$ cat src/rtl/wheel_and_servo_pwm_core_macros.svh
// assertion macros for the wheel and servo pwm core
// expects aclk and aresetn in the scope of the module that uses them
`ifndef WHEEL_AND_SERVO_PWM_CORE_MACROS_SVH
`define WHEEL_AND_SERVO_PWM_CORE_MACROS_SVH

`ifndef ASSERT_OFF
`define WSP_ASSERT_ALWAYS(label, cond) \
    label: assert property (@(posedge aclk) disable iff (!aresetn) (cond)) \
        else $error("wspwm assertion failed");
`define WSP_ASSERT_NEXT(label, ante, cons) \
    label: assert property (@(posedge aclk) disable iff (!aresetn) (ante) |=> (cons)) \
        else $error("wspwm assertion failed");
`else
`define WSP_ASSERT_ALWAYS(label, cond)
`define WSP_ASSERT_NEXT(label, ante, cons)
`endif

`endif

$ cat src/rtl/wspwm_pkg.sv
// shared constants, register codes and types for the wheel and servo pwm core
// no dependencies
package wspwm_pkg;

    localparam int unsigned SPEED_W    = 7;
    localparam int unsigned DUTY_W     = 7;
    localparam int unsigned DIV_W      = 7;
    localparam int unsigned COUNT_W    = 12;
    localparam int unsigned PULSE_W    = 12;
    localparam int unsigned FRAME_W    = 16;
    localparam int unsigned CFG_IDX_W  = 3;
    localparam int unsigned CFG_DATA_W = 12;

    localparam logic [DIV_W-1:0]   WHEEL_DIVIDE   = 7'd100;
    localparam logic [DUTY_W-1:0]  DUTY_INCREMENT = 7'd10;
    localparam logic [DUTY_W-1:0]  DUTY_LIMIT     = 7'd100;
    localparam logic [DUTY_W-1:0]  DUTY_MAX_SEEN  = 7'd110;
    localparam logic [COUNT_W-1:0] SERVO_FRAME    = 12'd2000;
    localparam logic [COUNT_W-1:0] COUNT_MAX      = 12'd4095;
    localparam logic [PULSE_W-1:0] PULSE_RESET    = 12'd100;

    typedef enum logic [CFG_IDX_W-1:0] {
        CFG_LEFT_SPEED         = 3'd0,
        CFG_RIGHT_SPEED        = 3'd1,
        CFG_WHEEL_ENABLES      = 3'd2,
        CFG_WHEEL_DIRECTIONS   = 3'd3,
        CFG_TOP_PULSE_WIDTH    = 3'd4,
        CFG_BOTTOM_PULSE_WIDTH = 3'd5,
        CFG_SERVO_ENABLES      = 3'd6
    } cfg_reg_t;

    typedef struct packed {
        logic pin;
        logic wrap;
    } servo_status_t;

endpackage

$ cat src/rtl/wheel_and_servo_pwm_core.sv
// Wheel and servo PWM core. Each request carries one timer tick; the core answers every
// request with one result holding the four wheel pins, the two servo pins and the frame
// total as they stand after that tick (a request with tick low changes nothing and reports
// the current state). Requests are registered on entry and applied to the counters as they
// move into the result register, so one request per cycle is sustained while m_ready keeps
// the result register from stalling; the divider, duty step and servo counters update as
// the request enters it. Configuration writes take effect on the next clock and belong to
// idle periods.
// depends on wspwm_pkg, wspwm_servo and wheel_and_servo_pwm_core_macros.svh
`include "wheel_and_servo_pwm_core_macros.svh"

module wheel_and_servo_pwm_core (
    input  logic                                aclk,
    input  logic                                aresetn,
    input  logic                                cfg_we,
    input  logic [wspwm_pkg::CFG_IDX_W-1:0]     cfg_index,
    input  logic [wspwm_pkg::CFG_DATA_W-1:0]    cfg_wdata,
    input  logic                                s_valid,
    output logic                                s_ready,
    input  logic                                s_tick,
    output logic                                m_valid,
    input  logic                                m_ready,
    output logic                                m_left_cw_pin,
    output logic                                m_left_ccw_pin,
    output logic                                m_right_ccw_pin,
    output logic                                m_right_cw_pin,
    output logic                                m_top_servo_pin,
    output logic                                m_bottom_servo_pin,
    output logic [wspwm_pkg::FRAME_W-1:0]       m_frame_total
);

    // configuration
    logic [wspwm_pkg::SPEED_W-1:0] left_speed_reg;
    logic [wspwm_pkg::SPEED_W-1:0] right_speed_reg;
    logic [1:0]                    wheel_enables_reg;
    logic [1:0]                    wheel_directions_reg;
    logic [wspwm_pkg::PULSE_W-1:0] top_pulse_width_reg;
    logic [wspwm_pkg::PULSE_W-1:0] bottom_pulse_width_reg;
    logic [1:0]                    servo_enables_reg;

    // request and result stages
    logic in_valid_reg;
    logic in_tick_reg;
    logic out_valid_reg;
    logic advance;
    logic tick_go;

    // wheel state
    logic [wspwm_pkg::DIV_W-1:0]  divider_reg;
    logic [wspwm_pkg::DIV_W-1:0]  divider_next;
    logic [wspwm_pkg::DUTY_W-1:0] duty_reg;
    logic [wspwm_pkg::DUTY_W-1:0] duty_next;
    logic [3:0]                   wheel_pins_reg;
    logic [3:0]                   wheel_pins_next;
    logic [wspwm_pkg::DIV_W-1:0]  div_inc;
    logic [wspwm_pkg::DUTY_W-1:0] duty_clr;
    logic [wspwm_pkg::DUTY_W-1:0] duty_inc;
    logic                         wheel_strobe;
    logic                         left_on;
    logic                         right_on;
    logic [3:0]                   wheel_pins_calc;

    // servo state
    logic [wspwm_pkg::FRAME_W-1:0] frame_reg;
    logic [wspwm_pkg::FRAME_W-1:0] frame_next;
    wspwm_pkg::servo_status_t      top_status;
    wspwm_pkg::servo_status_t      bottom_status;

    always_ff @(posedge aclk) begin
        if (!aresetn) begin
            left_speed_reg         <= '0;
            right_speed_reg        <= '0;
            wheel_enables_reg      <= '0;
            wheel_directions_reg   <= '0;
            top_pulse_width_reg    <= wspwm_pkg::PULSE_RESET;
            bottom_pulse_width_reg <= wspwm_pkg::PULSE_RESET;
            servo_enables_reg      <= '0;
        end else if (cfg_we) begin
            unique case (wspwm_pkg::cfg_reg_t'(cfg_index))
                wspwm_pkg::CFG_LEFT_SPEED: begin
                    left_speed_reg <= cfg_wdata[wspwm_pkg::SPEED_W-1:0];
                end
                wspwm_pkg::CFG_RIGHT_SPEED: begin
                    right_speed_reg <= cfg_wdata[wspwm_pkg::SPEED_W-1:0];
                end
                wspwm_pkg::CFG_WHEEL_ENABLES: begin
                    wheel_enables_reg <= cfg_wdata[1:0];
                end
                wspwm_pkg::CFG_WHEEL_DIRECTIONS: begin
                    wheel_directions_reg <= cfg_wdata[1:0];
                end
                wspwm_pkg::CFG_TOP_PULSE_WIDTH: begin
                    top_pulse_width_reg <= cfg_wdata[wspwm_pkg::PULSE_W-1:0];
                end
                wspwm_pkg::CFG_BOTTOM_PULSE_WIDTH: begin
                    bottom_pulse_width_reg <= cfg_wdata[wspwm_pkg::PULSE_W-1:0];
                end
                wspwm_pkg::CFG_SERVO_ENABLES: begin
                    servo_enables_reg <= cfg_wdata[1:0];
                end
                default: begin
                end
            endcase
        end
    end

    // a request moves on when the result register is free or being emptied
    assign advance = in_valid_reg && (!out_valid_reg || m_ready);
    assign s_ready = !in_valid_reg || advance;
    assign tick_go = advance && in_tick_reg;

    always_ff @(posedge aclk) begin
        if (!aresetn) begin
            in_valid_reg  <= 1'b0;
            out_valid_reg <= 1'b0;
        end else begin
            if (s_ready) begin
                in_valid_reg <= s_valid;
            end
            if (advance) begin
                out_valid_reg <= 1'b1;
            end else if (m_ready) begin
                out_valid_reg <= 1'b0;
            end
        end
    end

    always_ff @(posedge aclk) begin
        if (s_valid && s_ready) begin
            in_tick_reg <= s_tick;
        end
    end

    // wheel pwm
    assign div_inc      = divider_reg + 1'b1;
    assign duty_clr     = (duty_reg > wspwm_pkg::DUTY_LIMIT) ? '0 : duty_reg;
    assign duty_inc     = duty_clr + wspwm_pkg::DUTY_INCREMENT;
    assign wheel_strobe = (div_inc == wspwm_pkg::WHEEL_DIVIDE);
    assign left_on      = wheel_enables_reg[0] && (duty_inc <= left_speed_reg);
    assign right_on     = wheel_enables_reg[1] && (duty_inc <= right_speed_reg);

    always_comb begin
        wheel_pins_calc[0] = left_on && !wheel_directions_reg[0];
        wheel_pins_calc[1] = left_on && wheel_directions_reg[0];
        wheel_pins_calc[2] = right_on && wheel_directions_reg[1];
        wheel_pins_calc[3] = right_on && !wheel_directions_reg[1];
    end

    always_comb begin
        divider_next    = divider_reg;
        duty_next       = duty_reg;
        wheel_pins_next = wheel_pins_reg;
        if (tick_go) begin
            if (wheel_strobe) begin
                divider_next    = '0;
                duty_next       = duty_inc;
                wheel_pins_next = wheel_pins_calc;
            end else begin
                divider_next = div_inc;
                duty_next    = duty_clr;
            end
        end
    end

    // servos
    wspwm_servo u_top_servo (
        .aclk        (aclk),
        .aresetn     (aresetn),
        .tick_go     (tick_go),
        .enable      (servo_enables_reg[0]),
        .pulse_width (top_pulse_width_reg),
        .status      (top_status)
    );

    wspwm_servo u_bottom_servo (
        .aclk        (aclk),
        .aresetn     (aresetn),
        .tick_go     (tick_go),
        .enable      (servo_enables_reg[1]),
        .pulse_width (bottom_pulse_width_reg),
        .status      (bottom_status)
    );

    assign frame_next = frame_reg
                      + {{(wspwm_pkg::FRAME_W-1){1'b0}}, top_status.wrap}
                      + {{(wspwm_pkg::FRAME_W-1){1'b0}}, bottom_status.wrap};

    always_ff @(posedge aclk) begin
        if (!aresetn) begin
            divider_reg    <= '0;
            duty_reg       <= '0;
            wheel_pins_reg <= '0;
            frame_reg      <= '0;
        end else begin
            divider_reg    <= divider_next;
            duty_reg       <= duty_next;
            wheel_pins_reg <= wheel_pins_next;
            frame_reg      <= frame_next;
        end
    end

    // state only changes when a request enters the result register, so it is the result
    assign m_valid            = out_valid_reg;
    assign m_left_cw_pin      = wheel_pins_reg[0];
    assign m_left_ccw_pin     = wheel_pins_reg[1];
    assign m_right_ccw_pin    = wheel_pins_reg[2];
    assign m_right_cw_pin     = wheel_pins_reg[3];
    assign m_top_servo_pin    = top_status.pin;
    assign m_bottom_servo_pin = bottom_status.pin;
    assign m_frame_total      = frame_reg;

    `WSP_ASSERT_ALWAYS(a_duty_range, duty_reg <= wspwm_pkg::DUTY_MAX_SEEN)
    `WSP_ASSERT_ALWAYS(a_divider_range, divider_reg < wspwm_pkg::WHEEL_DIVIDE)
    `WSP_ASSERT_ALWAYS(a_bridge_exclusive, !(&wheel_pins_reg[1:0]) && !(&wheel_pins_reg[3:2]))
    `WSP_ASSERT_NEXT(a_frame_hold, aresetn && !advance, $stable(frame_reg))
    `WSP_ASSERT_NEXT(a_wheel_hold, aresetn && !(tick_go && wheel_strobe), $stable(wheel_pins_reg))

endmodule

$ cat src/rtl/wspwm_servo.sv
// one servo channel: frame counter, pulse compare and pin state
// depends on wspwm_pkg
module wspwm_servo (
    input  logic                                aclk,
    input  logic                                aresetn,
    input  logic                                tick_go,
    input  logic                                enable,
    input  logic [wspwm_pkg::PULSE_W-1:0]       pulse_width,
    output wspwm_pkg::servo_status_t            status
);

    logic [wspwm_pkg::COUNT_W-1:0] count_reg;
    logic [wspwm_pkg::COUNT_W-1:0] count_next;
    logic [wspwm_pkg::COUNT_W-1:0] count_adv;
    logic                          pin_reg;
    logic                          pin_next;
    logic                          frame_hit;

    // count saturates while the servo is off
    assign count_adv = (count_reg == wspwm_pkg::COUNT_MAX) ? wspwm_pkg::COUNT_MAX
                                                           : count_reg + 1'b1;
    assign frame_hit = (count_adv >= wspwm_pkg::SERVO_FRAME);

    always_comb begin
        count_next = count_reg;
        pin_next   = pin_reg;
        if (tick_go) begin
            count_next = count_adv;
            if (enable) begin
                pin_next = (count_adv < pulse_width);
                if (frame_hit) begin
                    count_next = '0;
                end
            end
        end
    end

    always_ff @(posedge aclk) begin
        if (!aresetn) begin
            count_reg <= '0;
            pin_reg   <= 1'b0;
        end else begin
            count_reg <= count_next;
            pin_reg   <= pin_next;
        end
    end

    assign status.pin  = pin_reg;
    assign status.wrap = tick_go && enable && frame_hit;

endmodule
$ cat config.mk
export PLATFORM = sky130hd
export DESIGN_NAME = wheel_and_servo_pwm_core
export DESIGN_NICKNAME = d
export VERILOG_FILES = /design/src/rtl/wspwm_pkg.sv /design/src/rtl/wheel_and_servo_pwm_core.sv /design/src/rtl/wspwm_servo.sv
export VERILOG_INCLUDE_DIRS = /design/src /design/src/rtl
export SDC_FILE = /design/constraint.sdc
export NUM_CORES = 1
export LEC_CHECK = 0
export ABC_AREA = 1
export BUFFER_PORTS_ARGS = -buffer_cell sky130_fd_sc_hd__buf_2
export CAP_MARGIN = 10
export CELL_PAD_IN_SITES_DETAIL_PLACEMENT = 1
export CELL_PAD_IN_SITES_GLOBAL_PLACEMENT = 1
export CORE_UTILIZATION = 39
export DETAILED_ROUTE_END_ITERATION = 6
export GPL_TIMING_DRIVEN = 0
export HOLD_SLACK_MARGIN = 0.1
export MAX_ROUTING_LAYER = met4
export PLACE_DENSITY_LB_ADDON = 0.1
export SYNTH_ARGS = -nofsm -noshare
export SYNTH_HDL_FRONTEND = slang
export SYNTH_SLANG_ARGS = --single-unit
$ cat constraint.sdc
create_clock -name aclk -period 3.3 [get_ports aclk]
set_input_delay 0 -clock aclk [delete_from_list [all_inputs] [get_ports aclk]]
set_output_delay 0 -clock aclk [all_outputs]
set_load 0.03 [all_outputs]
After elaboration in Yosys (flattened, before gate mapping)
Index checks and enable logic that the tools add are counted.
{"block": "word_totals", "reg_bits": 107, "output_inout_bits": 24, "wordCells": 82}
{"block": "classes", "eq_ne": 9, "n_reduce_logical": 31, "n_addsub": 6, "n_lt_le_gt_ge": 7, "n_mux": 11}
{"operator": "2-to-1 mux 12 bit", "count": 6}
{"operator": "adder 16 x 1 -> 16 bit", "count": 2}
{"operator": "adder 12 x 1 -> 12 bit (second input constant)", "count": 2}
{"operator": "== test 12 bit (second input constant)", "count": 2}
{"operator": "greater-or-equal comparator 12 x 11 -> 1 bit (second input constant)", "count": 2}
{"operator": "less-than comparator 12 bit", "count": 2}
{"operator": "2-to-1 mux 7 bit", "count": 3}
{"operator": "AND reduction 2 bit", "count": 10}
{"operator": "less-or-equal comparator 7 bit", "count": 2}
{"operator": "logical AND 1 bit", "count": 13}
{"operator": "== test 3 bit (second input constant)", "count": 3}
{"operator": "adder 7 x 1 -> 7 bit (second input constant)", "count": 1}
{"operator": "adder 7 x 4 -> 7 bit (second input constant)", "count": 1}
{"operator": "== test 7 bit (second input constant)", "count": 1}
{"operator": "> comparator 7 bit (second input constant)", "count": 1}
{"operator": "== test 3 x 2 -> 1 bit (second input constant)", "count": 2}
{"operator": "zero test 1 bit", "count": 4}
{"operator": "== test 3 x 1 -> 1 bit (second input constant)", "count": 1}
{"operator": "zero test 3 bit", "count": 1}
{"operator": "logical OR 1 bit", "count": 2}
{"operator": "2-to-1 mux 1 bit", "count": 2}
{"operator": "nonzero test 2 bit", "count": 1}

Logic depth before layout (Yosys ltp)
Gate-level depths: netlist of run 1.
{"block": "depth", "ltp_word": 8, "mapped_depth": 26, "depth_no_buf": 26}

Modules after synthesis
From an unflattened synthesis of run 1, not the netlist that was laid out.
{"block": "hier_totals", "cells_unflattened": 897, "area_unflattened_um2": 6164.7}
{"mod": "wheel_and_servo_pwm_core", "seq_area_each_um2": 1631.6, "n_inst": 1, "cells_per_inst": 501, "area_each_um2": 3699.8}
{"mod": "wspwm_servo", "seq_area_each_um2": 260.2, "n_inst": 2, "cells_per_inst": 198, "area_each_um2": 1232.4}

Least setup slack after synthesis of run 1
OpenSTA, ideal clock, no wires.
{"block": "synth_path", "path_kind": "register to register", "start": "register u_top_servo.count_reg[0] (netlist name)", "end": "register frame_reg, in the netlist m_frame_total[12]", "slack_ns": 0.124, "t_arrival_ns": 3.096, "stages_incl_launch_ff": 26, "period_less_slack_ns": 3.176, "cell_sequence": "dfxtp_1 -> ha_1 -> nand2_1 -> inv_2 -> nand2_1 -> nor2_4 -> nand3_2 -> buf_6 -> nand2_1 -> nor2_1 -> nor2_1 -> nand2_1 -> nand2_1 -> nand2_2 -> fa_1 -> inv_1 -> ha_1 -> nand2_1 -> nor2_1 -> nand2_1 -> nor2_1 -> nand2_1 -> nor3_1 -> nand3_1 -> o21ai_0 -> nor3b_1"}
{"block": "synth_via", "elab_chain_cells": 6, "word_cells_on_any_way": 7, "cone_classes": "3 x add/sub; 1 x order compare; 1 x eq/ne; 1 x mux; 1 x reduce/logical"}
{"element": "from (decl)", "line_no": "wspwm_servo.sv:12", "source": "logic [wspwm_pkg::COUNT_W-1:0] count_reg;"}
{"element": "from (signal assigned)", "line_no": "wspwm_servo.sv:43", "source": "count_reg <= count_next;"}
{"element": "adder 12 x 1 -> 12 bit / == test 12 bit (equally long branches)", "line_no": "wspwm_servo.sv:21, wspwm_servo.sv:20"}
{"element": "2-to-1 mux 12 bit *", "line_no": "wspwm_servo.sv:20", "source": "assign count_adv = (count_reg == wspwm_pkg::COUNT_MAX) ? wspwm_pkg::COUNT_MAX"}
{"element": "greater-or-equal comparator 12 x 11 -> 1 bit *", "line_no": "wspwm_servo.sv:22", "source": "assign frame_hit = (count_adv >= wspwm_pkg::SERVO_FRAME);"}
{"element": "logical AND 1 bit *", "line_no": "wspwm_servo.sv:49", "source": "assign status.wrap = tick_go && enable && frame_hit;"}
{"element": "adder 16 x 1 -> 16 bit *", "line_no": "wheel_and_servo_pwm_core.sv:185", "source": "+ {{(wspwm_pkg::FRAME_W-1){1'b0}}, top_status.wrap}"}
{"element": "adder 16 x 1 -> 16 bit *", "line_no": "wheel_and_servo_pwm_core.sv:186", "source": "+ {{(wspwm_pkg::FRAME_W-1){1'b0}}, bottom_status.wrap};"}
{"element": "to (signal assigned)", "line_no": "wheel_and_servo_pwm_core.sv:198", "source": "frame_reg <= frame_next;"}
{"element": "to (decl)", "line_no": "wheel_and_servo_pwm_core.sv:64", "source": "logic [wspwm_pkg::FRAME_W-1:0] frame_reg;"}
Every way passes the cells marked *; elsewhere a longest branch is shown, timed or not.
A chain may end at the register's enable or synchronous reset.

Worst setup path after layout of run 1
Same ends and word-level chain as after synthesis.

==> results of run 1 <==
-- critical path, cell delays in order, from the launching register on --
cell and delay (ns):
dfxtp_2 0.36, ha_4 0.15, nand2_4 0.06, inv_4 0.08
nand2_4 0.05, nor2_4 0.13, nand3_4 0.11, buf_8 0.17
nand2_4 0.07, nor2_1 0.04, nor2_1 0.09, nand2_1 0.06
nand2_1 0.07, nand2_2 0.10, fa_2 0.39, inv_4 0.09
ha_4 0.15, nand2_4 0.06, nor2_4 0.11, nand2_2 0.07
nor2_4 0.12, nand2_2 0.09, nor3_4 0.20, nand3_2 0.13
o21ai_1 0.14, nor3b_2 0.15
-- final cells by class --
cell class	instances	area, um^2	area share
Buffer	23	114	0.0152
Clock buffer	13	260	0.0347
Clock inverter	3	46.3	0.00618
Inverter	124	470	0.0628
Multi-Input combinational cell	580	3410	0.455
Sequential cell	107	2170	0.289
Tap cell	184	230	0.0307
Timing Repair Buffer	112	791	0.106
-- synthesized netlist by cell type (3+ instances only) --
cell type,n,area share
nand2_1,177,0.12
inv_1,123,0.080
dfxtp_1,106,0.37
nor2_1,87,0.057
o21ai_0,81,0.070
a21oi_1,75,0.065
ha_1,41,0.089
nand3_1,41,0.036
clkbuf_1,18,0.012
o211ai_1,12,0.016
nor3_1,11,0.0095
nand4_1,10,0.011
nor2_2,10,0.011
xor2_1,5,0.0076
nand2_2,4,0.0043
o21ai_1,3,0.0026
-- logic make-up (layout without fill, tap and decap cells) --
family / count (synthesis) / after routing
xor gates and xnor gates: 7 / 7
adders and majority gates: 42 / 42
DFF: 107 / 107
and+or+nand+nor: 350 / 350
AOI/OAI and AO/OA: 181 / 181
buffers and inverters: 147 / 275
-- report_power, final --
group	total, mW	internal (mW)	switching (mW)
registers	1.36	1.33	0.0285
logic	0.355	0.133	0.222
clock network	1.15	0.634	0.512
-- metal layers --
layer	wire, um	part of all wire	vias to the layer above	global-route usage
met5	0	0	-	-
met4	348	0.019	0	0.0776
met3	262	0.014	28	0.0270
met2	9680	0.52	44	0.456
met1	8200	0.44	2868	0.292
li1	-	-	2946	-
-- timing repair --
| action | CTS | global route |
|---|---|---|
| gates resized for setup | 54 | 53 |
| buffers inserted | 30 | 19 |
| setup endpoints to repair | 8 | 10 |
| hold endpoints to repair | 47 | 0 |
| hold buffers | 20 | 0 |
| pin swaps | 10 | 30 |
| cloned | 0 | 0 |
-- worst max path at each step --
| stage | end | cells past startpoint | slack (ns) |
|---|---|---|---|
| global route | m_frame_total[12]$_SDFF_PN0_ | 25 | -0.20 |
| floorplan | m_frame_total[12]$_SDFF_PN0_ | 25 | 0.12 |
| CTS | m_frame_total[15]$_SDFF_PN0_ | 26 | 0.01 |
| detailed placement | m_frame_total[15]$_SDFF_PN0_ | 26 | -0.53 |
| global placement | m_frame_total[14]$_SDFF_PN0_ | 25 | -0.41 |
| finish | m_frame_total[12]$_SDFF_PN0_ | 25 | -0.02 |
==> results.md, run 1 <==
* Relative slew slack at 0.523
* Initial antenna violation count at 0
* Pin count of the biggest net entering global routing at 17
* Most common cell after layout, fill and taps aside: nand2_1
* Clock root cell: clkbuf_16
* Fin. Hold Viols at 0
* Max Clock Skew at 0.00758 ns
* Portion of netlist area occupied by mux cells at 0
* Async set or reset register ratio after synthesis at 0
* Total global routing overflow at 0
* Worst-margin pin slew at 0.716 ns
* Post-synthesis xor/xnor area fraction at 0.0106
* Proportion of synthesized chip area in sequential cells at 0.373
* Shortest period the worst path allows at 3.32 ns
* Vias at 5886
* Routed wire per std cell at 16.1 um
* Violated checks: negative setup slack
* Yosys cell types at 37
* Non-filler cells, final at 1146
* Number of flip-flops under the largest register name at 16
* EDFF count, synth at 1
* Initial cell density of the core at 0.399
* Crit path launch: u_top_servo.count_reg[0]$_SDFFE_PN0P_
* Buffers added on ports at 43
* Area added between synthesis and finish at 29.8%
* Nature of the critical path startpoint: register
* Antenna Cells at 0
* Leak at 3.42 nW
* Maximum resistive drop on vdd at 0.245 mV
* Clock transition at the registers of the reported paths at 0.07 ns
* Total global routing track utilization at 0.252
* Number of max-slew violations in the final report at 0
* Area of the die at 15300 um^2
* Post-detailed-placement half-perimeter wirelength at 13.2 mm
* Finished Core Util at 0.517
* Pre-CTS setup slack at -0.533 ns
* TritonCTS clock tree: built
* Number of cells after detailed placement at 1061
* Outcome: complete, but fails checks
* DRC Markers at 0
* Top fanout value on the critical path at 5
* Clock latency at the later pin of the worst-skew pair at 0.36 ns
* Slack of the worst reg-to-reg path at -0.02 ns
* Average vias per placed instance at 5.14
* Post-Syn Nets at 897
* Destination of the worst register-to-register timing path: m_frame_total[12]$_SDFF_PN0_
* #FFs+latches synth at 107
* Compound-Gate Fraction of Synth Area at 0.166
* Die width at 124 um
* Setup_tns at -0.0381 ns
* Main combinational cell family by area after synthesis: simple AND/OR/NAND/NOR gates
* Global placement routability congestion at 0.854
* Maximum buffer depth of the clock tree at 2
* Wire length of the first global-routing pass at 28.5 mm
* Final Worst Setup Slack at -0.0243 ns
* Placed inst area at 6220 um^2
* Arrival time reported for the critical path endpoint at 3.61 ns
* Net total in the final layout at 1020
* Critical setup path kind: register to register
* Data required time at the worst endpoint at 3.59 ns
* Hold-critical path depth at 5
* Detailed-router iteration count before antenna repair at 4
* Number of DRC markers in iteration 0 at 190
* Finish-stage setup viols at 2
* Post-DRT Antenna Nets at 0
* Hold EP: wheel_directions_reg[1]$_SDFFE_PN0P_
* Number of max-capacitance violations reported at 0
* IO Count at 45
* Highest attainable clock frequency at 301 MHz
* Total non-filler cell area in the finished layout at 7490 um^2
* Reg-to-reg startpoint: u_top_servo.count_reg[0]$_SDFFE_PN0P_
* Adder-cell share of the synthesized area at 0.0924
* Fill cells at 1905
* Synthesized-area fraction occupied by and/or/nand/nor cells at 0.259
* Post-synthesis instance area at 5770 um^2
* Dominant synthesized flop cell: dfxtp_1
* Startpoint of the most critical hold path: cfg_we
* Vertical die dimension at 124 um
* Post-synthesis cell count at 834
* Highest-count cells in the layout ignoring fill and taps: nand2_1, inv_1, dfxtp_1
* Total wire length at 18.5 mm
* Worst hold-check path type: input port to register
* Number of synthesis warnings at 0
* Power density normalized to cell area at 382 nW/um^2
* Floorplan row count at 44
* Share of layout cells above drive strength 1 at 0.210
* Worst hold slack across all endpoints at 0.131 ns
* Unrepaired setup endpoints after global routing: true
* Core Box Area at 14500 um^2
* Capturing element type of the critical path: register
* CTS sink cnt at 107
* Number of buffers added by the clock tree synthesis step at 9
* Period Utilization, post-route at 1.01
* Vias in the first global route at 5952
* Synthesized area divided by synthesized cell count at 6.92 um^2
* Number of cells on the worst reg-to-reg path at 25
* Maximum level of the CTS H-tree at 3
* Post-layout power at 2.86 mW
Note: power is estimated with default switching activity, not from simulation.
==> run 2, diff against run 1 <==
- BUFFER_PORTS_ARGS: -buffer_cell sky130_fd_sc_hd__buf_2 -> unset
- CORE_UTILIZATION: 39 -> 40
- DONT_BUFFER_PORTS: unset -> 1
==> results.md, run 2 (synthesized netlist as in run 1, its figures left out) <==
* Critical setup path kind: register to register
* Maximum resistive drop on vdd at 0.231 mV
* IO Count at 45
* Area of the die at 14900 um^2
* Worst hold-check path type: input port to register
* Vertical die dimension at 122 um
* Capturing element type of the critical path: register
* Pin count of the biggest net entering global routing at 18
* Worst-margin pin slew at 0.744 ns
* Post-layout power at 2.85 mW
* Startpoint of the most critical hold path: s_tick
* Sequential power share at 0.477
* Core Box Area at 14000 um^2
* Number of cells on the worst reg-to-reg path at 25
* Destination of the worst register-to-register timing path: m_frame_total[12]$_SDFF_PN0_
* Top fanout value on the critical path at 6
* Die width at 122 um
* Wire length of the first global-routing pass at 30.2 mm
* Relative contribution of combinational cells to total power at 0.124
* Max Clock Skew at 0.00983 ns
* Hold-critical path depth at 1
* Vias in the first global route at 6126
* CTS sink cnt at 107
* Highest Signal Layer: met4
* Floorplan row count at 43
* Maximum buffer depth of the clock tree at 2
* Period Utilization, post-route at 0.991
* Post-DRT Antenna Nets at 0
* Combined flip-flop and latch cell area at 2170 um^2
* Hold EP: in_tick_reg$_DFFE_PP_
* Share of layout cells above drive strength 1 at 0.152
* TritonCTS clock tree: built
* Nature of the critical path startpoint: register
* Routed wire per std cell at 17.5 um
* Number of DRC markers in iteration 0 at 323
* Switching share of power at 0.273
* Fill cells at 1800
* Post-detailed-placement half-perimeter wirelength at 13.1 mm
* Reg-to-reg startpoint: u_top_servo.count_reg[0]$_SDFFE_PN0P_
* Vias at 5840
* Metal-1 WL at 8.27 mm
* Initial cell density of the core at 0.413
* Leak at 3.17 nW
* Power share of the clock group at 0.399
* Cell Int Power at 2.07 mW
* Power density normalized to cell area at 394 nW/um^2
* Global placement routability congestion at 0.881
* Antenna Cells at 0
* Clock latency at the later pin of the worst-skew pair at 0.36 ns
* Net switching power of the design at 779 uW
* Number of flip-flops under the largest register name at 16
* Number of buffers added by the clock tree synthesis step at 9
* Highest-count cells in the layout ignoring fill and taps: nand2_1, inv_1, dfxtp_1
* Unrepaired setup endpoints after global routing: true
* Outcome: complete, no violations
* Most common cell after layout, fill and taps aside: nand2_1
* Arrival time reported for the critical path endpoint at 3.56 ns
* Area added between synthesis and finish at 25.5%
* Area taken by multi-input logic gates at 3370 um^2
* Total global routing overflow at 0
* Average vias per placed instance at 5.33
* Routed length on met2 at 10.1 mm
* Detailed-router iteration count before antenna repair at 4
* Total global routing track utilization at 0.272
* Fin. Hold Viols at 0
* Highest attainable clock frequency at 306 MHz
* Net total in the final layout at 974
* Initial antenna violation count at 0
* Relative slew slack at 0.504
* Clock transition at the registers of the reported paths at 0.08 ns
* Finish-stage setup viols at 0
* Clock root cell: clkbuf_16
* DRC Markers at 0
* Total met3 wirelength after detailed routing at 442 um
* Number of max-slew violations in the final report at 0
* Number of max-capacitance violations reported at 0
* Worst hold slack across all endpoints at 0.275 ns
* Buffers added on ports at 0
* Maximum level of the CTS H-tree at 3
* Total wire length at 19.1 mm
* Data required time at the worst endpoint at 3.59 ns
* Shortest period the worst path allows at 3.27 ns
* Slack of the worst reg-to-reg path at 0.03 ns
-- run 2: changes by cell type in the layout (fill, tap and decap cells not counted), moves of 2 or more --
cell / change
dlygate4sd3_1: +10
nand3_1: +3
nand3_2: -2
buf_4: -14
buf_2: -43
nor2_2: -4
nor2_1: +3
-- run 2: area by class of cell --
| class | instances | share of cell area |
|---|---|---|
| multi-input combinational | 580 | 0.466 |
| sequential | 107 | 0.300 |
| timing repair buffer | 66 | 0.0804 |
| inverter | 124 | 0.0646 |
| clock buffer | 11 | 0.0335 |
| tap | 180 | 0.0311 |
| buffer | 23 | 0.0162 |
| clock inverter | 4 | 0.00864 |
-- run 2: worst max path at each step --
stage                                               start                      endpoint  slack (ns)  cells past startpoint
finish              u_top_servo.count_reg[0]$_SDFFE_PN0P_  m_frame_total[12]$_SDFF_PN0_        0.03                     25
CTS                 u_top_servo.count_reg[1]$_SDFFE_PN0P_  m_frame_total[12]$_SDFF_PN0_       -0.16                     25
global route        u_top_servo.count_reg[0]$_SDFFE_PN0P_  m_frame_total[12]$_SDFF_PN0_       -0.13                     25
global placement    u_top_servo.count_reg[0]$_SDFFE_PN0P_  m_frame_total[14]$_SDFF_PN0_       -0.48                     25
floorplan           u_top_servo.count_reg[0]$_SDFFE_PN0P_  m_frame_total[12]$_SDFF_PN0_        0.12                     25
detailed placement  u_top_servo.count_reg[0]$_SDFFE_PN0P_  m_frame_total[15]$_SDFF_PN0_       -0.58                     26
-- run 2: metal layers --
metal,vias to the layer above,track usage
li1,2861,-
met2,76,0.493
met5,-,-
met1,2876,0.306
met3,27,0.0393
met4,0,0.0831
-- run 2: worst max-delay path: stages, from the launching register on --
cell and delay [ns]:
dfxtp_4 0.37, ha_4 0.14, nand2_4 0.06, inv_4 0.08, nand2_4 0.06, nor2_4 0.15, nand3_4 0.12, buf_8 0.17
nand2_4 0.06, nor2_1 0.04, nor2_1 0.09, nand2_1 0.06, nand2_1 0.08, nand2_2 0.08, fa_2 0.34, inv_2 0.11
ha_4 0.15, nand2_4 0.06, nor2_4 0.11, nand2_2 0.07, nor2_4 0.13, nand2_2 0.08, nor3_4 0.14, nand3_2 0.13
o21ai_1 0.14, nor3b_2 0.16
-- run 2: stage by stage --
step / setup slack, ns / std cells / cell area [um^2] / utilization / TNS [ns]
4_1_cts: -0.158 / 1089 / 7070 / 0.505 / -0.508
2_1_floorplan: 0.124 / 834 / 5770 / - / 0
6_report: 0.0305 / 1095 / 7240 / 0.518 / 0
3_3_place_gp: -0.476 / 1014 / 6000 / 0.429 / -2.31
3_5_place_dp: -0.581 / 1014 / 6000 / 0.429 / -3.01
5_1_grt: -0.134 / 1095 / 7240 / 0.518 / -0.498
-- run 2: power groups by stage --
stage          clock [mW]  sequential (mW)  combinational [mW]
2_1_floorplan           0             1.38               0.210
3_3_place_gp            0             1.39               0.271
3_5_place_dp            0             1.39               0.291
4_1_cts              1.16             1.36               0.345
5_1_grt              1.21             1.37               0.393
6_report             1.14             1.36               0.353
-- run 2: repair_timing --
item                                   CTS  global route
pin swaps                               21            24
buffers inserted                        30             8
gates cloned                             0             0
setup endpoints to repair                9            10
gates resized for setup                 64            36
endpoints found under the hold margin   51             0
hold buffers                            30             0
==> run 3, diff against run 2 <==
- clock period: 3.3 -> 3.9 ns (I/O delays scaled with it)
==> results.md, run 3 (synthesized netlist as in run 1, its figures left out) <==
* Outcome: complete, no violations
* CTS sink cnt at 107
* Share of layout cells above drive strength 1 at 0.0871
* Metal-1 WL at 7.99 mm
* Global placement routability congestion at 0.881
* Number of cells after detailed placement at 1014
* Total met3 wirelength after detailed routing at 389 um
* Nature of the critical path startpoint: register
* Finish-stage setup viols at 0
* Destination of the worst register-to-register timing path: m_frame_total[10]$_SDFF_PN0_
* Area added between synthesis and finish at 17.3%
* Fin. Hold Viols at 0
* Maximum level of the CTS H-tree at 3
* Clock root cell: clkbuf_16
* Number of DRC markers in iteration 0 at 272
* Highest Signal Layer: met4
* Most common cell after layout, fill and taps aside: nand2_1
* Arrival time reported for the critical path endpoint at 3.95 ns
* Maximum resistive drop on vdd at 0.197 mV
* Highest-count cells in the layout ignoring fill and taps: nand2_1, inv_1, dfxtp_1
* Highest attainable clock frequency at 271 MHz
* Worst hold-check path type: input port to register
* Number of flip-flops under the largest register name at 16
* Initial antenna violation count at 0
* Post-DRT Antenna Nets at 0
* Placed inst area at 6000 um^2
* Wire length of the first global-routing pass at 28.5 mm
* Floorplan row count at 43
* Hold EP: bottom_pulse_width_reg[3]$_SDFFE_PN0P_
* Number of cells on the worst reg-to-reg path at 26
* Die width at 122 um
* Total non-filler cell area in the finished layout at 6770 um^2
* Post-detailed-placement half-perimeter wirelength at 13.1 mm
* DRC Markers at 0
* Routed length on met2 at 9.13 mm
* Worst-margin pin slew at 0.695 ns
* Total global routing track utilization at 0.256
* Non-filler cells, final at 1064
* Hold-critical path depth at 5
* Net total in the final layout at 943
* Critical setup path kind: register to register
* Relative slew slack at 0.536
* Number of buffers added by the clock tree synthesis step at 9
* Fill cells at 1820
* Slack of the worst reg-to-reg path at 0.21 ns
* Maximum buffer depth of the clock tree at 2
* Data required time at the worst endpoint at 4.16 ns
* Detailed-router iteration count before antenna repair at 4
* Power density normalized to cell area at 353 nW/um^2
* Buffers added on ports at 0
* Pin count of the biggest net entering global routing at 18
* Vertical die dimension at 122 um
* Core Box Area at 14000 um^2
* Top fanout value on the critical path at 10
* Area of the die at 14900 um^2
* Clock latency at the later pin of the worst-skew pair at 0.36 ns
* Finished Core Util at 0.484
* Leak at 2.91 nW
* Number of max-slew violations in the final report at 0
* Shortest period the worst path allows at 3.69 ns
* TritonCTS clock tree: built
* Antenna Cells at 0
* Startpoint of the most critical hold path: cfg_we
* Vias at 5641
* IO Count at 45
* Average vias per placed instance at 5.30
* Initial cell density of the core at 0.413
* Total wire length at 17.8 mm
* Capturing element type of the critical path: register
* Clock transition at the registers of the reported paths at 0.07 ns
* Total global routing overflow at 0
* Vias in the first global route at 5808
* Max Clock Skew at 0.0107 ns
* Period Utilization, post-route at 0.946
* Crit path launch: u_top_servo.count_reg[0]$_SDFFE_PN0P_
* Number of max-capacitance violations reported at 0
* Reg-to-reg startpoint: u_top_servo.count_reg[0]$_SDFFE_PN0P_
* Routed wire per std cell at 16.7 um
[run 3: per-layer routing]
layer | global-route usage | vias up
met3 | 0.0454 | 21
met5 | - | -
met4 | 0.0640 | 0
met2 | 0.463 | 55
li1 | - | 2797
met1 | 0.291 | 2768
[run 3: worst max-delay path, cell delays in order, from the launching register on]
cell and delay [ns]:
dfxtp_4 0.37, ha_1 0.17, nand2_1 0.09, inv_2 0.10, nand2_1 0.10, nor2_4 0.16, nand3_2 0.12, buf_6 0.17
nand2_2 0.09, nor2_1 0.05, nor2_1 0.09, nand2_1 0.06, nand2_1 0.07, nand2_2 0.09, fa_1 0.36, inv_1 0.10
ha_1 0.17, nand2_1 0.08, nor2_2 0.17, nand2_2 0.09, nor2_4 0.16, nand2_2 0.09, nor3_4 0.23, nand3_2 0.12
buf_4 0.17, nand2_1 0.06, nor2_1 0.05
[run 3: worst max-delay path by stage]
stage / end / slack [ns] / depth (start not counted)
final: m_frame_total[10]$_SDFF_PN0_ / 0.21 / 26
after global routing: m_frame_total[12]$_SDFF_PN0_ / -0.04 / 25
after CTS: m_frame_total[15]$_SDFF_PN0_ / 0.002 / 26
after detailed placement: m_frame_total[15]$_SDFF_PN0_ / 0.02 / 26
after global placement: m_frame_total[14]$_SDFF_PN0_ / 0.12 / 25
after floorplan: m_frame_total[12]$_SDFF_PN0_ / 0.72 / 25
[run 3: what timing repair did]
| action | in CTS | in global routing |
|---|---|---|
| gates resized for setup | 0 | 38 |
| setup endpoints to repair | 0 | 6 |
| hold buffers | 30 | 0 |
| endpoints found under the hold margin | 51 | 0 |
| setup buffers | 0 | 5 |
[run 3: area by class of cell]
class	instances	area [um^2]	share of cell area
inverters	124	465	0.0688
clock buffers	11	243	0.0359
clock inverters	4	62.6	0.00925
multi-input cells	580	3170	0.468
plain buffers	23	106	0.0157
flip-flops and latches	107	2160	0.319
repair buffers	35	338	0.0499
well taps	180	225	0.0333
[run 3: power breakdown]
group | total [mW] | internal (mW) | switching, mW
sequential | 1.15 | 1.13 | 0.0236
clock | 0.955 | 0.520 | 0.435
combinational | 0.281 | 0.100 | 0.181
total | 2.39 | 1.75 | 0.640
[run 3: stage by stage]
stage	worst slack [ns]	hold WS (ns)	total power, mW	setup TNS (ns)
after CTS	0.00180	0.257	2.41	0
after global routing	-0.0437	0.270	2.50	-0.0915
after detailed placement	0.0186	0.0989	1.42	0
after floorplan	0.724	0.0989	1.35	0
after global placement	0.124	0.0989	1.40	0
final	0.209	0.279	2.39	0
